[config.mk]
export PLATFORM = sky130hd
export DESIGN_NAME = fat16_cluster_chain_sector_sequencer
export DESIGN_NICKNAME = d
export VERILOG_FILES = /design/src/sv/fatseq_pkg.sv /design/src/sv/fatseq_ctrl.sv /design/src/sv/fatseq_dp.sv /design/src/sv/fat16_cluster_chain_sector_sequencer.sv
export SDC_FILE = /design/constraint.sdc
export NUM_CORES = 1
export LEC_CHECK = 0
export ABC_AREA = 1
export BUFFER_PORTS_ARGS = -buffer_cell sky130_fd_sc_hd__clkbuf_2
export CAP_MARGIN = 20
export CORE_MARGIN = 4
export CORE_UTILIZATION = 34
export DETAILED_ROUTE_END_ITERATION = 7
export PLACE_DENSITY = 0.59
export SYNTH_ARGS = -nofsm -noshare
export SYNTH_HDL_FRONTEND = slang
export SYNTH_SLANG_ARGS = --single-unit
[constraint.sdc]
create_clock -name clk -period 5.8 [get_ports clk]
set_input_delay 0 -clock clk [delete_from_list [all_inputs] [get_ports clk]]
set_output_delay 0 -clock clk [all_outputs]
set_load 0.01 [all_outputs]
[src/sv/fatseq_pkg.sv]
// Shared types and constants for the FAT16 cluster chain sector sequencer.
`default_nettype none
package fatseq_pkg;

  localparam int unsigned SECTOR_BYTES = 512;
  localparam int unsigned SECTOR_SHIFT = $clog2(SECTOR_BYTES);

  localparam logic [15:0] EOC_MARK = 16'hFFF8;
  localparam logic [15:0] FIRST_DATA_CLUSTER = 16'd2;
  localparam logic [6:0] SPC_MAX = 7'd64;
  localparam logic [6:0] SPC_MIN = 7'd1;

  typedef enum logic {
    CMD_START = 1'b0,
    CMD_REPLY = 1'b1
  } command_t;

  typedef enum logic [1:0] {
    REG_FAT_START = 2'd0,
    REG_DATA_START = 2'd1,
    REG_SPC = 2'd2
  } reg_index_t;

  typedef enum logic [1:0] {
    KIND_SECTOR = 2'd0,
    KIND_SECTOR_FAT = 2'd1,
    KIND_SECTOR_DONE = 2'd2,
    KIND_FINISHED = 2'd3
  } result_kind_t;

  typedef enum logic [1:0] {
    ST_IDLE,
    ST_SETUP,
    ST_RUN,
    ST_EMPTY
  } state_t;

  typedef struct packed {
    logic accept;
    logic setup;
    logic emit_sector;
    logic emit_empty;
  } ctrl_cmd_t;

  typedef struct packed {
    logic is_start;
    logic start_empty;
    logic reply_eoc;
    logic awaiting;
    logic out_free;
    logic emit_last;
  } dp_status_t;

endpackage
`default_nettype wire

[src/sv/fatseq_ctrl.sv]
// Controller state machine that sequences request intake, setup and result emission.
`default_nettype none
module fatseq_ctrl (
  input  wire logic                   clk,
  input  wire logic                   rst,
  input  wire logic                   in_valid,
  output logic                        in_ready,
  input  wire fatseq_pkg::dp_status_t status,
  output fatseq_pkg::ctrl_cmd_t       cmd
);
  import fatseq_pkg::*;

  state_t state;
  state_t state_next;
  logic   accept;

  assign accept = in_valid && (state == ST_IDLE);

  always_ff @(posedge clk) begin
    if (rst) begin
      state <= ST_IDLE;
    end else begin
      state <= state_next;
    end
  end

  always_comb begin
    state_next = state;
    unique case (state)
      ST_IDLE: begin
        if (accept) begin
          if (status.is_start) begin
            state_next = status.start_empty ? ST_EMPTY : ST_SETUP;
          end else if (status.awaiting) begin
            state_next = status.reply_eoc ? ST_EMPTY : ST_SETUP;
          end
        end
      end
      ST_SETUP: state_next = ST_RUN;
      ST_RUN: begin
        if (status.out_free && status.emit_last) begin
          state_next = ST_IDLE;
        end
      end
      ST_EMPTY: begin
        if (status.out_free) begin
          state_next = ST_IDLE;
        end
      end
      default: state_next = ST_IDLE;
    endcase
  end

  always_comb begin
    in_ready = 1'b0;
    cmd = '0;
    unique case (state)
      ST_IDLE: begin
        in_ready = 1'b1;
        cmd.accept = in_valid;
      end
      ST_SETUP: cmd.setup = 1'b1;
      ST_RUN: cmd.emit_sector = status.out_free;
      ST_EMPTY: cmd.emit_empty = status.out_free;
      default: cmd = '0;
    endcase
  end

endmodule
`default_nettype wire

[src/sv/fatseq_dp.sv]
// Datapath with configuration registers, read state, sector arithmetic and output register.
`default_nettype none
module fatseq_dp (
  input  wire logic                  clk,
  input  wire logic                  rst,
  input  wire logic                  cfg_valid,
  input  wire logic [1:0]            cfg_index,
  input  wire logic [31:0]           cfg_data,
  input  wire logic                  command,
  input  wire logic [15:0]           start_cluster,
  input  wire logic [31:0]           file_length,
  input  wire logic [30:0]           request_bytes,
  input  wire logic [15:0]           fat_entry,
  input  wire fatseq_pkg::ctrl_cmd_t cmd,
  output fatseq_pkg::dp_status_t     status,
  output logic                       out_valid,
  input  wire logic                  out_ready,
  output logic [1:0]                 result_kind,
  output logic [31:0]                sector_address,
  output logic [9:0]                 sector_bytes,
  output logic [31:0]                fat_sector_address,
  output logic [8:0]                 fat_byte_offset,
  output logic [30:0]                total_read,
  output logic                       last
);
  import fatseq_pkg::*;

  logic [31:0] fat_start;
  logic [31:0] data_start;
  logic [6:0]  spc;
  logic [30:0] target;
  logic [30:0] done;
  logic [15:0] cluster;
  logic        awaiting;
  logic [31:0] first;
  logic [5:0]  idx;

  logic [30:0] target_in;
  logic [6:0]  spc_in;
  logic [31:0] cluster_rel;
  logic [31:0] first_next;
  logic [30:0] left;
  logic [30:0] take;
  logic [30:0] done_next;
  logic        fin;
  logic        end_cluster;
  logic [16:0] fat_off;
  logic [31:0] fat_sector;

  assign target_in = ({1'b0, request_bytes} < file_length) ? request_bytes : file_length[30:0];
  assign spc_in = (cfg_data[6:0] == 7'd0) ? SPC_MIN :
                  (cfg_data[6:0] > SPC_MAX) ? SPC_MAX : cfg_data[6:0];

  assign cluster_rel = {16'd0, cluster} - {16'd0, FIRST_DATA_CLUSTER};
  assign first_next = data_start + 32'(cluster_rel * {25'd0, spc});

  assign left = target - done;
  assign take = (left < 31'(SECTOR_BYTES)) ? left : 31'(SECTOR_BYTES);
  assign done_next = done + take;
  assign fin = (done_next >= target);
  assign end_cluster = ({1'b0, idx} + 7'd1) == spc;
  assign fat_off = {cluster, 1'b0};
  assign fat_sector = fat_start + 32'(fat_off >> SECTOR_SHIFT);

  assign status.is_start = (command == CMD_START);
  assign status.start_empty = (target_in == 31'd0) || (start_cluster < FIRST_DATA_CLUSTER) ||
                              (start_cluster >= EOC_MARK);
  assign status.reply_eoc = (fat_entry >= EOC_MARK);
  assign status.awaiting = awaiting;
  assign status.out_free = !out_valid || out_ready;
  assign status.emit_last = fin || end_cluster;

  always_ff @(posedge clk) begin
    if (rst) begin
      fat_start <= '0;
      data_start <= '0;
      spc <= SPC_MIN;
    end else if (cfg_valid) begin
      unique case (cfg_index)
        REG_FAT_START: fat_start <= cfg_data;
        REG_DATA_START: data_start <= cfg_data;
        REG_SPC: spc <= spc_in;
        default: ;
      endcase
    end
  end

  always_ff @(posedge clk) begin
    if (rst) begin
      target <= '0;
      done <= '0;
      cluster <= '0;
      awaiting <= 1'b0;
    end else if (cmd.accept) begin
      if (command == CMD_START) begin
        target <= target_in;
        done <= '0;
        cluster <= start_cluster;
        awaiting <= 1'b0;
      end else if (awaiting) begin
        cluster <= fat_entry;
        awaiting <= 1'b0;
      end
    end else if (cmd.emit_sector) begin
      done <= done_next;
      if (!fin && end_cluster) begin
        awaiting <= 1'b1;
      end
    end
  end

  always_ff @(posedge clk) begin
    if (cmd.setup) begin
      first <= first_next;
      idx <= '0;
    end else if (cmd.emit_sector) begin
      idx <= idx + 6'd1;
    end
  end

  always_ff @(posedge clk) begin
    if (rst) begin
      out_valid <= 1'b0;
    end else if (cmd.emit_sector || cmd.emit_empty) begin
      out_valid <= 1'b1;
    end else if (out_ready) begin
      out_valid <= 1'b0;
    end
  end

  always_ff @(posedge clk) begin
    if (cmd.emit_empty) begin
      result_kind <= KIND_FINISHED;
      sector_address <= '0;
      sector_bytes <= '0;
      fat_sector_address <= '0;
      fat_byte_offset <= '0;
      total_read <= done;
      last <= 1'b1;
    end else if (cmd.emit_sector) begin
      sector_address <= first + {26'd0, idx};
      sector_bytes <= take[9:0];
      total_read <= done_next;
      last <= fin || end_cluster;
      if (fin) begin
        result_kind <= KIND_SECTOR_DONE;
        fat_sector_address <= '0;
        fat_byte_offset <= '0;
      end else if (end_cluster) begin
        result_kind <= KIND_SECTOR_FAT;
        fat_sector_address <= fat_sector;
        fat_byte_offset <= fat_off[8:0];
      end else begin
        result_kind <= KIND_SECTOR;
        fat_sector_address <= '0;
        fat_byte_offset <= '0;
      end
    end
  end

  a_no_overwrite: assert property (@(posedge clk) disable iff (rst)
    (cmd.emit_sector || cmd.emit_empty) && out_valid |-> out_ready)
    else $error("result register overwritten while a request was pending");

  a_single_emit: assert property (@(posedge clk) disable iff (rst)
    !(cmd.emit_sector && cmd.emit_empty))
    else $error("sector and empty results loaded together");

  a_fat_then_wait: assert property (@(posedge clk) disable iff (rst)
    cmd.emit_sector && !fin && end_cluster |=> awaiting && out_valid && last)
    else $error("FAT lookup result without waiting for a reply");

  a_kind_fat_last: assert property (@(posedge clk) disable iff (rst)
    out_valid && (result_kind == KIND_SECTOR_FAT || result_kind == KIND_FINISHED) |-> last)
    else $error("lookup or finished result not marked last");

endmodule
`default_nettype wire

[src/sv/fat16_cluster_chain_sector_sequencer.sv]
// Top level of the FAT16 cluster chain sector sequencer.
//
// Channel  Signals                                   Direction
// cfg      cfg_valid cfg_ready cfg_index cfg_data    in (cfg_ready always high)
// in       in_valid in_ready command ... fat_entry   in
// out      out_valid out_ready result_kind ... last  out
//
// A start or reply request is accepted in the idle state; a finished-without-sector result
// is then loaded from the empty state, otherwise a setup state computes the cluster's first sector.
// Sector results then leave at one per cycle while out_ready is high, up to
// sectors_per_cluster of them; the single sector adder and compare set that pace.
// A stall on out_ready holds the output register and the sequence; new requests are
// taken only once the last result of a run is loaded. Reset is synchronous.
`default_nettype none
module fat16_cluster_chain_sector_sequencer (
  input  wire logic        clk,
  input  wire logic        rst,
  input  wire logic        cfg_valid,
  output logic             cfg_ready,
  input  wire logic [1:0]  cfg_index,
  input  wire logic [31:0] cfg_data,
  input  wire logic        in_valid,
  output logic             in_ready,
  input  wire logic        command,
  input  wire logic [15:0] start_cluster,
  input  wire logic [31:0] file_length,
  input  wire logic [30:0] request_bytes,
  input  wire logic [15:0] fat_entry,
  output logic             out_valid,
  input  wire logic        out_ready,
  output logic [1:0]       result_kind,
  output logic [31:0]      sector_address,
  output logic [9:0]       sector_bytes,
  output logic [31:0]      fat_sector_address,
  output logic [8:0]       fat_byte_offset,
  output logic [30:0]      total_read,
  output logic             last
);
  import fatseq_pkg::*;

  ctrl_cmd_t  cmd;
  dp_status_t status;

  assign cfg_ready = 1'b1;

  fatseq_ctrl u_ctrl (
    .clk      (clk),
    .rst      (rst),
    .in_valid (in_valid),
    .in_ready (in_ready),
    .status   (status),
    .cmd      (cmd)
  );

  fatseq_dp u_dp (
    .clk                (clk),
    .rst                (rst),
    .cfg_valid          (cfg_valid),
    .cfg_index          (cfg_index),
    .cfg_data           (cfg_data),
    .command            (command),
    .start_cluster      (start_cluster),
    .file_length        (file_length),
    .request_bytes      (request_bytes),
    .fat_entry          (fat_entry),
    .cmd                (cmd),
    .status             (status),
    .out_valid          (out_valid),
    .out_ready          (out_ready),
    .result_kind        (result_kind),
    .sector_address     (sector_address),
    .sector_bytes       (sector_bytes),
    .fat_sector_address (fat_sector_address),
    .fat_byte_offset    (fat_byte_offset),
    .total_read         (total_read),
    .last               (last)
  );

endmodule
`default_nettype wire
; ---- Word level (Yosys, flattened, before mapping)
; Index checks and enable logic that the tools add are counted.
[op_classes]
n_addsub = 8
n_mux = 31
reduce_logical = 26
mul = 1
n_bitwise = 1
eq_ne = 12
n_lt_le_gt_ge = 7
n_shift = 0
n_div = 0
[ops]
columns = cell, count
row1 = $mux 31, 6
row2 = $mux 32, 2
row3 = $add 32x32->32, 1
row4 = $add 32x6->32, 1
row5 = $add 32x8->32, 1
row6 = $ge 16x16->1 const B, 2
row7 = $lt 31x32->1, 1
row8 = $mul 32x7->32, 1
row9 = $mux 16, 2
row10 = $add 31x31->31, 1
row11 = $ge 31x31->1, 1
row12 = $logic_not 31->1, 1
row13 = $lt 31x10->1 const B, 1
row14 = $sub 31x31->31, 1
row15 = $mux 9, 2
row16 = $sub 16x2->17 const B, 1
row17 = $lt 16x2->1 const B, 1
row18 = $mux 2, 8
row19 = $mux 7, 2
row20 = $reduce_and 2->1, 7
row21 = $mux 1, 8
row22 = $ne 2x1->1 const B, 4
row23 = $pmux 2 s4, 1
row24 = $add 6x1->7 const B, 1
row25 = other kinds (16), 29
[word_totals]
input_bits = 135
mem_bits_ro = 0
n_memories = 0
latch_bits = 0
mem_bits_rw = 0
reg_bits = 308

; ---- Logic depth before layout (Yosys ltp)
; Gate-level depths: netlist (run 1).
[logic_depth]
depth_word = 9
ltp_mapped = 44

; ---- Hierarchy
; Synthesis (run 1) repeated with hierarchy kept, for this count alone.
[hier_totals]
hier_cells = 3484
hier_area_um2 = 24731.2
[by_module_without_submodules]
columns = module, area_per_inst_um2, seq_area_each_um2, n_inst, cells_each
row1 = fatseq_dp, 24519.8, 6736.5, 1, 3446
row2 = fatseq_ctrl, 200.2, 40.0, 1, 36
row3 = fat16_cluster_chain_sector_sequencer, 11.3, 0.0, 1, 2

; ---- Worst setup path after synthesis (run 1)
; No wires, ideal clock.
[synth_path]
path_kind = register -> register
start = register u_dp.done[0]
end = register u_dp.fat_sector_address[28]
synth_period_minus_slack_ns = 6.085
setup_ns = 0.117
required_time_ns = 5.683
n_path_buf = 1
arrival_ns = 5.968
slack_ns = -0.285
path_stages_with_launch = 39
cell_sequence = dfxtp_1 -> ha_1 -> fa_1 -> inv_1 -> nand3_1 -> nand2_1 -> nand3_1 -> nand3_2 -> nand2_1 -> nand3_1 -> and2_1 -> nand4_1 -> a2111oi_2 -> nand2_2 -> nor2_1 -> inv_1 -> fa_1 -> o21ai_2 -> [... 3 more ...] -> nand2_1 -> a21oi_2 -> o21a_1 -> o21ai_0 -> a21boi_0 -> xnor2_1 -> ha_1 -> nand4_1 -> nor3_1 -> nand4_1 -> a21boi_0 -> o21ai_0 -> o2111ai_1 -> nor2_1 -> nand2_1 -> clkbuf_1 -> nor2_1 -> a22o_1
[synth_between]
elab_chain_cells = 6
[synth_rtl]
columns = element, line_no
row1 = start: declaration, fatseq_dp.sv:32  ; logic [30:0] done;
row2 = start signal: assignment, fatseq_dp.sv:105  ; done <= done_next;
row3 = $sub 31x31->31 *, fatseq_dp.sv:57  ; assign left = target - done;
row4 = $lt 31x10->1, fatseq_dp.sv:58  ; assign take = (left < 31'(SECTOR_BYTES)) ? left : 31'(SECTOR_BYTES);
row5 = $mux 31 *, fatseq_dp.sv:58
row6 = via u_dp.take[9], fatseq_dp.sv:43  ; logic [30:0] take;
row7 = $add 31x31->31 *, fatseq_dp.sv:59  ; assign done_next = done + take;
row8 = $ge 31x31->1 *, fatseq_dp.sv:60  ; assign fin = (done_next >= target);
row9 = $mux 32 *, fatseq_dp.sv:145  ; if (fin) begin
row10 = end signal: assignment, fatseq_dp.sv:151  ; fat_sector_address <= fat_sector;
row11 = end: declaration, fatseq_dp.sv:21  ; output logic [31:0] fat_sector_address,
; The timed path passes the listed nets; every way through them passes the cells marked *.
; A chain may end at the register's enable or synchronous reset.

; ---- Worst setup path in the final report (run 1)
[layout_path]
start = register u_dp.target[0]
end = register u_dp.fat_sector_address[27]
[layout_between]
elab_chain_cells = 6
[layout_rtl]
columns = element, line_no
row1 = start: declaration, fatseq_dp.sv:31  ; logic [30:0] target;
row2 = start signal: assignment, fatseq_dp.sv:96  ; target <= target_in;
row3 = $sub 31x31->31, fatseq_dp.sv:57
row4 = $lt 31x10->1, fatseq_dp.sv:58
row5 = $mux 31, fatseq_dp.sv:58
row6 = $add 31x31->31, fatseq_dp.sv:59
row7 = $ge 31x31->1 *, fatseq_dp.sv:60
row8 = $mux 32 *, fatseq_dp.sv:145
; Mark *: on every way between the ends. The rest lies on a longest branch, timed or not.

==> results of run 1 <==
==> power by group through the flow <==
stage	clock network [mW]	registers, mW	logic [mW]
finish	2.70	2.52	2.79
global placement	0	2.56	2.36
detailed placement	0	2.56	2.38
global route	2.84	2.54	3.10
floorplan	0	2.56	1.39
CTS	2.78	2.52	2.65
==> logic make-up after synthesis <==
kind of cell	share of synthesized area, %
simple gates	24.1
buf+inv	11.0
compound gates	13.6
fa+ha+maj	20.4
flops	27.4
xor+xnor	3.49
other cells	0.0304
==> routing by layer <==
| metal | vias up | track usage [%] |
|---|---|---|
| met1 | 11500 | 26.4 |
| met2 | 564 | 38.4 |
| li1 | 12400 | - |
| met5 | - | 0 |
| met4 | 0 | 7.53 |
| met3 | 146 | 2.41 |
==> cells in the final DEF, fill, tap and decap left out, types with 37 or more instances in the layout <==
master         netlist  final
nand2_1            867    803
nor2_1             301    271
ha_1               179    139
dfxtp_1            244    221
fa_1               140    136
o21ai_0            257    217
buf_4                2    381
xor2_1              56     49
clkbuf_2             0    252
ha_4                 0     39
xnor2_1             37     37
o21ai_1             11     40
nand3_1             81     68
nand2_2             14     64
dlygate4sd3_1        0    114
clkbuf_16            0     39
inv_2                9     43
inv_1              611    567
nand4_1             42     42
a21oi_1            233    203
edfxtp_1            63     63
==> layout make-up <==
type	instances	share of cell area [%]
Sequential cell	307	20.0
Clock inverter	23	1.05
Inverter	625	7.01
Timing Repair Buffer	761	16.1
Multi-Input combinational cell	2462	49.2
Tap cell	950	3.50
Clock buffer	45	3.09
==> tightest hold or removal path: stages <==
cell      delay (ps)
clkbuf_2         110
nand2_1           50
nand2_1          100
o21ai_0          130
a21oi_1          140
==> registers in the layout (all words and copies together) (netlist names) <==
register                 flops
u_dp.sector_address         32
u_dp.fat_start              32
u_dp.first                  32
u_dp.awaiting                1
u_dp.fat_sector_address     32
u_dp.last                    1
u_dp.sector_bytes           10
u_dp.fat_byte_offset         8
u_dp.data_start             32
u_ctrl.state                 2
u_dp.idx                     6
u_dp.result_kind             2
u_dp.done                   31
u_dp.total_read             31
u_dp.spc                     7
u_dp.target                 31
u_dp.cluster                16
u_dp.out_valid               1
==> what timing repair did <==
action                                  CTS  global route
cloned                                    0             0
endpoints found under the setup margin   51            57
endpoints found under the hold margin   112             0
setup buffers                            38            19
pin swaps                                66            82
resized for setup                       235           158
hold buffers                            114             0
==> path summary, 6_finish.rpt <==
kind	cells after the start	startpoint	to	slack, ps
hold / removal	5	start_cluster[14]	u_dp.cluster[14]	10
setup / recovery	46	u_dp.target[0]	u_dp.fat_sector_address[27]	-410
setup reg to reg	46	u_dp.target[0]	u_dp.fat_sector_address[27]	-410
hold reg to reg	2	u_dp.fat_sector_address[31]	u_dp.fat_sector_address[31]	450
==> per-stage QoR <==
stage,worst slack (ps),hold WS (ps)
floorplan,-10.7,135
global placement,-689,266
detailed placement,-966,264
CTS,-410,3.01
global route,-780,71.6
finish,-407,11.2
==> flow_metrics.env, run 1 <==
export IMPL_powerDensity_nw_per_um2=235
export IMPL_routed_wl_um=85000
export IMPL_drt_initial_drc_count=1690
export IMPL_vias_per_cell=4.77
export IMPL_register_area_um2=6810
export IMPL_wl_met2_um=41900
export IMPL_gr_total_overflow=0
export IMPL_port_buffer_count=252
export IMPL_routed_via_count=24700
export IMPL_initial_core_util_pct=34.5
export IMPL_pwr_share_comb_pct=34.8
export IMPL_slowest_stage="fa_2"
export IMPL_synthTopCellsByCount="867 x nand2_1, 611 x inv_1, 301 x nor2_1"
export IMPL_clock_sinks=307
export IMPL_wire_per_inst_um=16.4
export IMPL_htreeDepth=2
export IMPL_crit_required_ps=6300
export IMPL_drive_gt1_share_pct=25.9
export IMPL_cp_arrival_ps=6710
export IMPL_peakVddDrop_mv=0.204
export IMPL_setup_violations=45
export IMPL_worstSetupPathType="flip-flop to flip-flop"
export IMPL_dr_wl_met3_um=3500
export IMPL_pwr_share_seq_pct=31.5
export IMPL_violations="setup timing"
export IMPL_area_growth_pct=37.4
export IMPL_n_antenna_cell=0
export IMPL_place_gp_congestion=0.906
export IMPL_dp_hpwl_um=66800
export IMPL_cts_buffers=39
export IMPL_report_final_hold_viol_count=0
export IMPL_synth_edf_count=63
export IMPL_cpMostUsedCell="buf_4"
export IMPL_yosysSeqAreaShare_pct=27.4
export IMPL_synth_area_top_cells="dfxtp_1 20%, nand2_1 13%, fa_1 11%"
export IMPL_yosysWarnings=0
export IMPL_fp_dieW_um=278
export IMPL_netlist_area_um2=24700
export IMPL_cp_start_kind="flip-flop"
export IMPL_fillers=7160
export IMPL_synth_cell_types=61
export IMPL_finClkSkew_ps=25.8
export IMPL_post_synth_top_area_fraction_pct=19.8
export IMPL_cp_slowest_stage_delay_ps=390
export IMPL_fmax_mhz=161
export IMPL_drcViolationCount=0
export IMPL_rsz0062_at_grt="yes"
export IMPL_ys_seq_elements=307
export IMPL_final_period_utilization_pct=107
export IMPL_relSlewSlack_pct=39.9
export IMPL_syn_area_per_cell_um2=7.13
export IMPL_clock_latency_ps=570
export IMPL_antenna_found_initial=0
export IMPL_fin_util_pct=47.4
export IMPL_cts_tree="done"
export IMPL_grt_pass1_vias=24500
export IMPL_wl_met1_um=36300
export IMPL_synth_cells=3469
export IMPL_switching_share_pct=34.3
export IMPL_ys_flop_type="dfxtp_1"
export IMPL_cap_viol_max_count=0
export IMPL_p_leak_nw=16.6
export IMPL_ant_nets=0
export IMPL_rows=98
export IMPL_grt_max_degree=69
export IMPL_post_route_cell_area_um2=34000
export IMPL_fin_cells=5173
export IMPL_cts_root_buffer="clkbuf_16"
export IMPL_p_sw_mw=2.74
export IMPL_cp_max_fo=8
export IMPL_final_nets=4650
export IMPL_firstDrtPassIters=5
export IMPL_grt_pass1_wl_um=132000
export IMPL_worst_slew_pin_slew_ps=899
export IMPL_synth_most_common_cell="nand2_1"
export IMPL_dpl_cell_area_um2=29500
export IMPL_die_y_um=278
export IMPL_cp_top_family="buffers and inverters"
export IMPL_outcome="finished, violations left"
export IMPL_place_inst=4936
export IMPL_critPathCaptureType="flip-flop"
export IMPL_groute_usage_overall_pct=21.3
export IMPL_multi_input_area_um2=16700
export IMPL_top_layer="met4"
export IMPL_total_power_mw=8.00
export IMPL_report_final_slew_viol_count=0
export IMPL_cts_path_max_buffers=3
export IMPL_io_pins=255
export IMPL_setup_tns_ps=-14950
export IMPL_yosysTopAreaCell="dfxtp_1"
export IMPL_core_area_um2=71700
export IMPL_path_clk_slew_ps=60
export IMPL_cp_num_buf_inv=20
export IMPL_hold_path_class="input pin to flip-flop"
export IMPL_clkPwrFrac_pct=33.7
export IMPL_async_reset_ff_share_pct=0
export IMPL_min_period_ps=6210
export IMPL_worst_slack_ps=-407
export IMPL_p_int_mw=5.26
export IMPL_die_area_um2=77100
No activity file was read; power rests on OpenSTA's default activity.
==> run 2: changes to the inputs <==
Settings changed: CORE_UTILIZATION 34 to 45, PLACE_DENSITY 0.59 to 0.72.
==> flow_metrics.env, run 2 (synthesis gave the netlist of run 1 again) <==
export IMPL_cap_viol_max_count=0
export IMPL_cts_buffers=37
export IMPL_pre_cts_ws_ps=-774
export IMPL_vias_per_cell=5.12
export IMPL_rsz0062_at_grt="yes"
export IMPL_drt_initial_drc_count=1848
export IMPL_violations="setup timing"
export IMPL_report_final_hold_viol_count=0
export IMPL_final_nets=4611
export IMPL_n_antenna_cell=0
export IMPL_cp_start_kind="flip-flop"
export IMPL_worst_r2r_setup_slack_ps=-480
export IMPL_drive_gt1_share_pct=23.9
export IMPL_fin_util_pct=61.1
export IMPL_setup_violations=45
export IMPL_mostFrequentLayoutCells="811 x nand2_1, 583 x inv_1, 342 x buf_4"
export IMPL_initial_core_util_pct=45.7
export IMPL_htreeDepth=2
export IMPL_fp_dieW_um=242
export IMPL_port_buffer_count=252
export IMPL_fmax_mhz=159
export IMPL_hold_ws_ps=21.9
export IMPL_worst_slew_pin_slew_ps=796
export IMPL_io_pins=255
export IMPL_outcome="finished, violations left"
export IMPL_core_area_um2=54100
export IMPL_gr_total_overflow=0
export IMPL_place_gp_congestion=0.964
export IMPL_clock_latency_ps=580
export IMPL_setup_tns_ps=-16940
export IMPL_area_growth_pct=33.7
export IMPL_die_area_um2=58800
export IMPL_firstDrtPassIters=5
export IMPL_routed_via_count=25000
export IMPL_slowest_stage="fa_2"
export IMPL_ant_nets=0
export IMPL_grt_pass1_wl_um=129000
export IMPL_cts_tree="done"
export IMPL_worst_slack_ps=-476
export IMPL_finClkSkew_ps=24.1
export IMPL_peakVddDrop_mv=0.194
export IMPL_path_clk_slew_ps=60
export IMPL_cpMostUsedCell="nand2_2"
export IMPL_drcViolationCount=0
export IMPL_hold_path_class="input pin to flip-flop"
export IMPL_rows=85
export IMPL_post_route_cell_area_um2=33100
export IMPL_groute_usage_overall_pct=27.2
export IMPL_die_y_um=242
export IMPL_wire_per_inst_um=16.9
export IMPL_p_leak_nw=16.3
export IMPL_grt_max_degree=72
export IMPL_antenna_found_initial=1
export IMPL_grt_pass1_vias=24700
export IMPL_cp_slowest_stage_delay_ps=400
export IMPL_critPathCaptureType="flip-flop"
export IMPL_cp_max_fo=7
export IMPL_final_period_utilization_pct=108
export IMPL_dpl_cell_area_um2=29000
export IMPL_powerDensity_nw_per_um2=233
export IMPL_cp_arrival_ps=6790
export IMPL_clock_sinks=307
export IMPL_report_final_slew_viol_count=0
export IMPL_cts_path_max_buffers=3
export IMPL_cts_root_buffer="clkbuf_16"
export IMPL_crit_required_ps=6310
export IMPL_min_period_ps=6280
export IMPL_dp_hpwl_um=64000
export IMPL_relSlewSlack_pct=46.8
export IMPL_worstSetupPathType="flip-flop to flip-flop"
export IMPL_mostFrequentLayoutCell="nand2_1"
export IMPL_routed_wl_um=82600
## run 2: changes by cell type in the layout (fill, tap and decap cells not counted), sizes merged
cell         change
clkinv           -4
clkbuf           +2
clkinvlp         +4
dlygate4sd3      +4
bufinv           -4
buf             -41
## run 2: final timing paths
path,startpoint,endpoint,cells after the start
setup / recovery,u_dp.target[0],u_dp.fat_sector_address[25],40
hold / removal,request_bytes[19],u_dp.target[19],5
setup reg to reg,u_dp.target[0],u_dp.fat_sector_address[25],40
hold reg to reg,u_dp.fat_sector_address[29],u_dp.fat_sector_address[29],2
## run 2: cell type report
cell class                      instances  area (um2)
Tap cell                              696         871
Sequential cell                       307        6790
Fill cell                            4731       21100
Clock inverter                         19         245
Inverter                              625        2360
Multi-Input combinational cell       2462       16500
Timing Repair Buffer                  724        5240
Clock buffer                           47        1050
## run 2: report_power, final
group	total, mW	internal, mW	switching, mW
clock network	2.47	1.48	0.996
logic	2.70	1.15	1.55
registers	2.52	2.38	0.137
## run 2: critical path: cells and delay by family, from the launching register on
kind | cells | cell delay [ps]
compound gates | 12 | 2140
xor+xnor | 1 | 160
fa+ha+maj | 4 | 1180
buf+inv | 6 | 750
flops | 1 | 330
simple gates | 17 | 1630
## run 2: routing by layer
| layer | track usage, % | part of all wire [%] | vias to the layer above |
|---|---|---|---|
| met4 | 13.9 | 5.9 | 2 |
| met5 | 0 | 0.016 | - |
| met3 | 4.06 | 5.6 | 220 |
| met1 | 32.8 | 41 | 11600 |
| met2 | 47.2 | 48 | 810 |
| li1 | - | - | 12400 |
## run 2: repair_timing
item / CTS / global route
gates cloned: 1 / 0
pin swaps: 30 / 58
hold buffers: 118 / 0
hold endpoints to repair: 113 / 0
setup endpoints to repair: 49 / 57
buffers inserted: 29 / 12
resized for setup: 151 / 163
## run 2: metrics by stage
step                instances  total power [mW]
floorplan                3489              3.95
global placement         4652              4.84
detailed placement       4654              4.87
CTS                      4868              7.56
global route             4880              8.14
finish                   4880              7.69
